`src/tsp_pkg.sv`:
```
`timescale 1ns / 1ps
// ----------------------------------------------------------------------------
// tsp_pkg
// shared types and constants of the transformed support point block
// ----------------------------------------------------------------------------
package tsp_pkg;

  localparam int unsigned COORD_W  = 16;
  localparam int unsigned ROW_W    = 48;
  localparam int unsigned LDIR_W   = 34;
  localparam int unsigned PROD_W   = COORD_W + LDIR_W;
  localparam int unsigned SUM_W    = PROD_W + 2;
  localparam int unsigned CFG_IDX_W = 3;
  localparam int unsigned IDX_OUT_W = 6;

  localparam logic [CFG_IDX_W-1:0] REG_ROT_ROW0 = 3'd0;
  localparam logic [CFG_IDX_W-1:0] REG_ROT_ROW1 = 3'd1;
  localparam logic [CFG_IDX_W-1:0] REG_ROT_ROW2 = 3'd2;
  localparam logic [CFG_IDX_W-1:0] REG_ORIGIN_X = 3'd3;
  localparam logic [CFG_IDX_W-1:0] REG_ORIGIN_Y = 3'd4;
  localparam logic [CFG_IDX_W-1:0] REG_ORIGIN_Z = 3'd5;

  localparam logic [ROW_W-1:0] ROT_ROW0_RST = 48'h4000_0000_0000;
  localparam logic [ROW_W-1:0] ROT_ROW1_RST = 48'h0000_4000_0000;
  localparam logic [ROW_W-1:0] ROT_ROW2_RST = 48'h0000_0000_4000;

  typedef enum logic [1:0] {
    OP_LDIR  = 2'd0,
    OP_DOT   = 2'd1,
    OP_XFORM = 2'd2
  } op_e;

  typedef struct packed {
    logic       load_dir;
    logic       ram_we;
    logic       op_valid;
    op_e        op;
    logic [1:0] sel;
    logic       out_fin;
    logic       out_empty;
  } dp_cmd_t;

  typedef struct packed {
    logic pipe_busy;
  } dp_status_t;

  function automatic logic signed [COORD_W-1:0] rot_entry(
    input logic [ROW_W-1:0] row,
    input logic [1:0]       col
  );
    logic signed [COORD_W-1:0] e;
    unique case (col)
      2'd0:    e = row[47:32];
      2'd1:    e = row[31:16];
      default: e = row[15:0];
    endcase
    return e;
  endfunction

endpackage

```
`src/tsp_ctrl.sv`:
```
`timescale 1ns / 1ps
// ----------------------------------------------------------------------------
// tsp_ctrl
// sequencer: loads, local direction, vertex scan, world transform
// ----------------------------------------------------------------------------
module tsp_ctrl import tsp_pkg::*; #(
  parameter int unsigned MAX_VERTICES = 64,
  localparam int unsigned AW = (MAX_VERTICES > 1) ? $clog2(MAX_VERTICES) : 1,
  localparam int unsigned CW = $clog2(MAX_VERTICES + 1)
) (
  input  logic          clk_i,
  input  logic          rst_ni,
  input  logic          start_i,
  input  logic          kind_i,
  input  logic          restart_i,
  input  dp_status_t    status_i,
  output dp_cmd_t       cmd_o,
  output logic [AW-1:0] waddr_o,
  output logic [AW-1:0] raddr_o,
  output logic [AW-1:0] dot_idx_o,
  output logic          ovf_o,
  output logic          busy_o,
  output logic          result_valid_o
);

  localparam logic [2:0] S_IDLE  = 3'd0;
  localparam logic [2:0] S_LDIR  = 3'd1;
  localparam logic [2:0] S_LWAIT = 3'd2;
  localparam logic [2:0] S_SCAN  = 3'd3;
  localparam logic [2:0] S_SWAIT = 3'd4;
  localparam logic [2:0] S_XFORM = 3'd5;
  localparam logic [2:0] S_XWAIT = 3'd6;
  localparam logic [2:0] S_OUT   = 3'd7;

  logic [2:0]    state_q, state_d;
  logic [1:0]    step_q, step_d;
  logic [AW-1:0] scan_q, scan_d;
  logic [CW-1:0] count_q, count_d;
  logic          ovf_q, ovf_d;
  logic          rd_pend_q;
  logic [AW-1:0] rd_idx_q;
  logic          valid_q;
  logic          accept;
  logic [CW-1:0] base_count;

  assign accept     = start_i && (state_q == S_IDLE);
  assign base_count = restart_i ? '0 : count_q;

  always_comb begin
    state_d = state_q;
    step_d  = step_q;
    scan_d  = scan_q;
    count_d = count_q;
    ovf_d   = ovf_q;
    cmd_o   = '0;
    cmd_o.op = OP_LDIR;
    waddr_o = base_count[AW-1:0];
    if (rd_pend_q) begin
      cmd_o.op_valid = 1'b1;
      cmd_o.op       = OP_DOT;
    end
    unique case (state_q)
      S_IDLE: begin
        if (accept && !kind_i) begin
          if (restart_i) begin
            ovf_d = 1'b0;
          end
          if (base_count == CW'(MAX_VERTICES)) begin
            ovf_d   = 1'b1;
            count_d = base_count;
          end else begin
            cmd_o.ram_we = 1'b1;
            count_d      = base_count + 1'b1;
          end
        end else if (accept) begin
          if (count_q == '0) begin
            cmd_o.out_empty = 1'b1;
          end else begin
            cmd_o.load_dir = 1'b1;
            step_d         = '0;
            state_d        = S_LDIR;
          end
        end
      end
      S_LDIR: begin
        cmd_o.op_valid = 1'b1;
        cmd_o.op       = OP_LDIR;
        cmd_o.sel      = step_q;
        step_d         = step_q + 1'b1;
        if (step_q == 2'd2) begin
          state_d = S_LWAIT;
        end
      end
      S_LWAIT: begin
        if (!status_i.pipe_busy) begin
          scan_d  = '0;
          state_d = S_SCAN;
        end
      end
      S_SCAN: begin
        scan_d = scan_q + 1'b1;
        if (CW'(scan_q) + 1'b1 == count_q) begin
          state_d = S_SWAIT;
        end
      end
      S_SWAIT: begin
        if (!rd_pend_q && !status_i.pipe_busy) begin
          step_d  = '0;
          state_d = S_XFORM;
        end
      end
      S_XFORM: begin
        cmd_o.op_valid = 1'b1;
        cmd_o.op       = OP_XFORM;
        cmd_o.sel      = step_q;
        step_d         = step_q + 1'b1;
        if (step_q == 2'd2) begin
          state_d = S_XWAIT;
        end
      end
      S_XWAIT: begin
        if (!status_i.pipe_busy) begin
          state_d = S_OUT;
        end
      end
      default: begin
        cmd_o.out_fin = 1'b1;
        state_d       = S_IDLE;
      end
    endcase
  end

  always_ff @(posedge clk_i or negedge rst_ni) begin
    if (!rst_ni) begin
      state_q   <= S_IDLE;
      step_q    <= '0;
      scan_q    <= '0;
      count_q   <= '0;
      ovf_q     <= 1'b0;
      rd_pend_q <= 1'b0;
      valid_q   <= 1'b0;
    end else begin
      state_q   <= state_d;
      step_q    <= step_d;
      scan_q    <= scan_d;
      count_q   <= count_d;
      ovf_q     <= ovf_d;
      rd_pend_q <= (state_q == S_SCAN);
      valid_q   <= cmd_o.out_fin || cmd_o.out_empty;
    end
  end

  always_ff @(posedge clk_i) begin
    rd_idx_q <= scan_q;
  end

  assign raddr_o        = scan_q;
  assign dot_idx_o      = rd_idx_q;
  assign ovf_o          = ovf_q;
  assign busy_o         = (state_q != S_IDLE);
  assign result_valid_o = valid_q;

endmodule

```
`config.mk`:
```
export PLATFORM = sky130hd
export DESIGN_NAME = tsp_ctrl
export DESIGN_NICKNAME = d
export VERILOG_FILES = /design/src/tsp_pkg.sv /design/src/tsp_ctrl.sv
export SDC_FILE = /design/constraint.sdc
export NUM_CORES = 1
export LEC_CHECK = 0
export ABC_AREA = 1
export BUFFER_PORTS_ARGS = -buffer_cell sky130_fd_sc_hd__buf_2
export CAP_MARGIN = 10
export CORE_AREA = 3 3 67 69
export DETAILED_ROUTE_END_ITERATION = 8
export DIE_AREA = 0 0 70 72
export GPL_ROUTABILITY_DRIVEN = 1
export PLACE_DENSITY = 0.73
export SETUP_SLACK_MARGIN = 0.5
export SLEW_MARGIN = 15
export SYNTH_ARGS = -nofsm -noshare
export SYNTH_HDL_FRONTEND = slang
export SYNTH_SLANG_ARGS = --single-unit
```
`constraint.sdc`:
```
create_clock -name clk_i -period 1.6 [get_ports clk_i]
set_clock_uncertainty 0.15 [all_clocks]
set_input_delay 0.08 -clock clk_i [delete_from_list [all_inputs] [get_ports clk_i]]
set_output_delay 0.08 -clock clk_i [all_outputs]
set_load 0.01 [all_outputs]
```
==> metrics.cfg, run 1 <==
[route]
detail_route.first_pass.iterations = 4
drtIter0Drc = 125
drt-wirelength-per-cell_um = 17.05
ant_nets = 0
routed_wl_mm = 5.882
route.detailed.drc = 0
vias_per_cell = 5.174
vias = 1785

[pwr]
vdd_drop_max_v = 0.0008634
total_power_mw = 5.554
p_per_area_mw_per_mm2 = 1929
p_leak_nw = 1.353

[synth]
ys_types = 31
synth_top_cell_area_share_pct = 33.49
yosysSeqAreaShare_pct = 41.15
syn_inst = 193
synth.cell_area_sq_mm = 0.001569
syn_nets = 203
avgSynthCellArea_sq_um = 8.130
synth.top_cells.by_area = dfrtp_1, nand2_1, dfxtp_1
synth_seq_cells = 27
yosys.area.top_type = dfrtp_1
ys_warn_count = 0

[setup_path]
start_kind = flop
crit_path_frequent_cell = nand2_1
cpMaxStageDelayCell = dfrtp_2
critPathMaxStageDelay_ns = 0.44
critPathKind = flop to flop
crit_arrival_ns = 1.92
crit_buf_inv = 0
crit_path_cell_trace = ha_4 -> nand2_4 -> nand2_1 -> nand2_1 -> nand2_1 -> nor2_1 -> nand2_1 -> nor2_2 -> nand3_2 -> nand2_2 -> nand2_2 -> nand2_1 -> nand2_1
crit_fanout = 4
critPathRequiredTime_ns = 1.62
path_delay_family = simple AND/OR/NAND/NOR gates
cp-end-kind = flop

[layout]
drive_gt1_share_pct = 66.78
final_common_cell = buf_6
nFillCells = 252
final_util_pct = 72.50
syn_to_final_growth_pct = 83.49
ff_latch_area_sq_um = 653.1
final_cell_mix = buf_6, buf_4, nand2_1
antenna_cells = 0
final_nets = 306
design_area_sq_mm = 0.002879
multi_input_area_sq_mm = 0.001129

[global_route]
grtUsageTotal_pct = 18.52
antenna_found_initial = 0
grt_overflow = 0
grt_start_max_net_pins = 22
first_global_vias = 1670
grt_pass1_wl_mm = 7.645

[cts]
cts_tree = done
cts.sinks = 27
cts.path.max_buffers = 2
cts_buffers = 3
cts.reportedPaths.clkPinSlew_ns = 0.10
htreeDepth = 1
worstSkewPairLatency_ns = 0.28
root_buffer = clkbuf_8

[worst_hold_path]
hold_class = primary input to flop

[timing]
setup_slack_ns = -0.3016
slew_viol_final = 0
fin_crit_sh_pct = 118.8
max_slew_margin_pct = 66.65
fin_tns_setup_ns = -2.586
worstMarginPinSlew_ns = 0.5003
setup_viol = 22
fmax_mhz = 525.9
rsz0062_at_grt = true
hold_violations = 0
post-route-min-period_ns = 1.902

[placed_design]
preCtsSetupSlack_ns = -0.1301
port_buffers = 35
gp_congestion = 0.8285
hpwlAfterDp_mm = 2.794
placed_area_sq_mm = 0.002068

[floorplanning]
die_h_um = 72
fp.dieArea_sq_mm = 0.005040
start_util_pct = 39.51
ios = 36
core-area_sq_mm = 0.003971
die_w_um = 70
row_count = 23

[status]
status = complete, but fails checks
violations = setup timing

[job]
maxCapViolations = 0

area by class of cell:
cell class	instances	share of cell area, %
multi-input combinational	134	39.20
timing repair buffer	99	29.81
sequential	27	22.69
inverter	31	4.563
tap	50	2.173
clock buffer	4	1.565
cell families (layout without fill, tap and decap cells):
logic type | Yosys count | count (layout) | share of synthesized area [%]
AOI/OAI and AO/OA | 22 | 22 | 8.612
xor gates and xnor gates | 8 | 8 | 5.343
adders and majority gates | 4 | 4 | 3.190
buffers and inverters | 32 | 134 | 8.213
DFF | 27 | 27 | 41.15
and+or+nand+nor | 100 | 100 | 33.49
power by group:
group	total [mW]	switching (mW)	internal, mW
combinational	3.98	2.03	1.95
clock	0.407	0.228	0.179
sequential	1.17	0.230	0.940
tightest hold or removal path, cell delays in order:
cell     delay (ns)
buf_2          0.14
nand3_4        0.11
o22ai_2        0.07
timing repair:
item | in CTS | in global routing
endpoints found under the setup margin | 41 | 43
hold buffers | 1 | 0
pin swaps | 15 | 20
gates resized for setup | 66 | 47
hold endpoints to repair | 21 | 0
buffers inserted | 24 | 18
layer usage:
metal	wire length [um]	up-vias	GRT usage, %
met5	0	-	0
met4	284	0	4.681
met1	2216	873	24.06
met3	260	24	2.355
li1	-	816	-
met2	3121	72	32.84
per-stage QoR:
stage	cells	hold WS, ns
floorplan	193	-0.3656
global placement	298	-0.08441
detailed placement	298	-0.07896
CTS	327	0.01636
global route	345	0.02022
finish	345	0.01277
synthesized netlist by cell type, drive strengths merged:
cell type and n:
o22ai 5, xor2 3, xnor2 4, dfrtp 21, nand3b 1, a21oi 3
nor4 2, dfxtp 6, inv 31, ha 4, nand3 16, or2 2
nand4 1, nand2 48, o21ai 14, nor3b 1, xnor3 1, buf 1
nor2 29
path summary, 6_finish.rpt:
check | slack, ns | from | depth (start not counted) | end
worst max register to register | -0.30 | raddr_o[0]$_DFFE_PN0P_ | 13 | state_q[0]$_DFFE_PN0P_
worst min register to register | 0.28 | raddr_o[4]$_DFFE_PN0P_ | 0 | dot_idx_o[4]$_DFF_P_
max in group asynchronous | 0.79 | rst_ni | 2 | count_q[3]$_DFFE_PN0P_
worst max-delay path | -0.30 | raddr_o[0]$_DFFE_PN0P_ | 13 | state_q[0]$_DFFE_PN0P_
min in group asynchronous | 0.14 | rst_ni | 2 | count_q[6]$_DFFE_PN0P_
worst min-delay path | 0.01 | start_i | 3 | result_valid_o$_DFF_PN0_
sequential cells by signal, summed over array words and instances (netlist names):
| register | flops |
|---|---|
| rd_pend_q | 1 |
| result_valid_o | 1 |
| dot_idx_o | 6 |
| state_q | 3 |
| raddr_o | 6 |
| count_q | 7 |
| ovf_o | 1 |
| step_q | 2 |
Power figures use the tool's default switching activity.
==> run 2, diff against run 1 <==
--- a/config.mk
+++ b/config.mk
@@ -18,3 +18,4 @@
 export SYNTH_ARGS = -nofsm -noshare
 export SYNTH_HDL_FRONTEND = slang
 export SYNTH_SLANG_ARGS = --single-unit
+export TNS_END_PERCENT = 10
==> metrics.cfg, run 2 (synthesis results as in run 1) <==
[status]
status = complete, but fails checks
violations = setup timing

[setup_path]
startpoint = count_q[1]$_DFFE_PN0P_
cpMaxStageDelayCell = dfrtp_1
path_depth = 6
reg2reg_from = raddr_o[1]$_DFFE_PN0P_
critPathRequiredTime_ns = 1.37
crit_path_end = cmd_o[0]
crit_path_cell_trace = buf_4 -> nor4_4 -> buf_4 -> inv_1 -> nor2_1 -> buf_2
worst-r2r-setup-slack_ns = -0.14
crit_buf_inv = 4
critPathMaxStageDelay_ns = 0.41
crit_path_frequent_cell = buf_4
critPathKind = flop to output port
cp-end-kind = output port
start_kind = flop
worst_r2r_path_depth = 11
rr_endpoint = state_q[1]$_DFFE_PN0P_
crit_fanout = 2
crit_arrival_ns = 1.58
path_delay_family = buffers and inverters

[route]
routed_wl_mm = 3.951
vias = 1489
ant_nets = 0
detail_route.first_pass.iterations = 4
drtIter0Drc = 64
drt-wirelength-per-cell_um = 12.39
route.detailed.drc = 0
vias_per_cell = 4.668

[placed_design]
place_inst = 298
gp_congestion = 0.8735
hpwlAfterDp_mm = 2.741
port_buffers = 35
placed_area_sq_mm = 0.001984
preCtsSetupSlack_ns = -0.1062

[global_route]
grt_overflow = 0
grtUsageTotal_pct = 15.17
grt_start_max_net_pins = 22
antenna_found_initial = 0
grt_pass1_wl_mm = 6.265
first_global_vias = 1365

[cts]
cts.sinks = 27
cts_buffers = 3
cts.reportedPaths.clkPinSlew_ns = 0.09
worstSkewPairLatency_ns = 0.28
root_buffer = clkbuf_8
cts_tree = done
cts.path.max_buffers = 2
htreeDepth = 1

[worst_hold_path]
hold_class = primary input to flop
whs_path_depth = 3

[floorplanning]
start_util_pct = 39.51
row_count = 23
die_w_um = 70
ios = 36
fp.dieArea_sq_mm = 0.005040
core-area_sq_mm = 0.003971
die_h_um = 72

[timing]
worstMarginPinSlew_ns = 0.4921
rsz0062_at_grt = true
setup_slack_ns = -0.2094
fin_tns_setup_ns = -1.316
slew_viol_final = 0
fin_crit_sh_pct = 113.1
post-route-min-period_ns = 1.809
max_slew_margin_pct = 67.20
setup_viol = 16
hold_violations = 0
timing.hold.ws_ns = 0.04269
fmax_mhz = 552.7

[layout]
finalNonFillerCells = 319
nFillCells = 345
drive_gt1_share_pct = 51.30
final_common_cell = nand2_1
antenna_cells = 0
final_nets = 280
final_util_pct = 59.04
syn_to_final_growth_pct = 49.44
final_cell_mix = nand2_1, buf_4, buf_2
regMostFlops = count_q
design_area_sq_mm = 0.002345
largest_register_ffs = 7

[pwr]
p_per_area_mw_per_mm2 = 1829
vdd_drop_max_v = 0.0007472
p_leak_nw = 1.167
total_power_mw = 4.289

[job]
maxCapViolations = 0

-- run 2: routing by layer --
metal	part of all wire [%]	track usage, %	routed length [um]
met5	0	0	0
met4	1.7	4.468	66
met3	5.7	2.216	224
met2	49	25.50	1918
met1	44	20.44	1742
-- run 2: layout make-up --
type | instances | area (sq um) | area share [%]
multi-input combinational | 134 | 947.2 | 40.39
sequential | 27 | 651.9 | 27.80
timing repair buffer | 73 | 513.0 | 21.88
inverter | 31 | 123.9 | 5.283
tap | 50 | 62.56 | 2.668
clock buffer | 3 | 41.29 | 1.761
clock inverter | 1 | 5.005 | 0.2134
-- run 2: report_power, final --
part / total (mW) / switching [mW] / internal, mW / leakage [nW]
registers: 1.13 / 0.193 / 0.939 / 0.321
logic: 2.76 / 1.43 / 1.33 / 0.820
clock network: 0.400 / 0.225 / 0.175 / 0.0255
-- run 2: timing repair --
action,4_1_cts,5_1_grt
endpoints found under the setup margin,42,43
buffers inserted,5,11
hold endpoints to repair,21,0
pin swaps,9,15
hold buffers,1,0
resized for setup,23,28
-- run 2: worst register-to-register path: cells and delay by family (launching register included) --
family        cells  cell delay [ns]
simple gates      9             0.67
flops             1             0.43
fa+ha+maj         1             0.28
xor+xnor          1             0.10
-- run 2: how the worst min path moves through the flow --
stage                     startpoint                        to
after floorplan               rst_ni    count_q[0]$_DFFE_PN0P_
after detailed placement      rst_ni  result_valid_o$_DFF_PN0_
after global placement        rst_ni  result_valid_o$_DFF_PN0_
final                        start_i  result_valid_o$_DFF_PN0_
after CTS                     kind_i         ovf_o$_DFFE_PN0P_
after global routing        status_i    raddr_o[3]$_DFFE_PN0P_
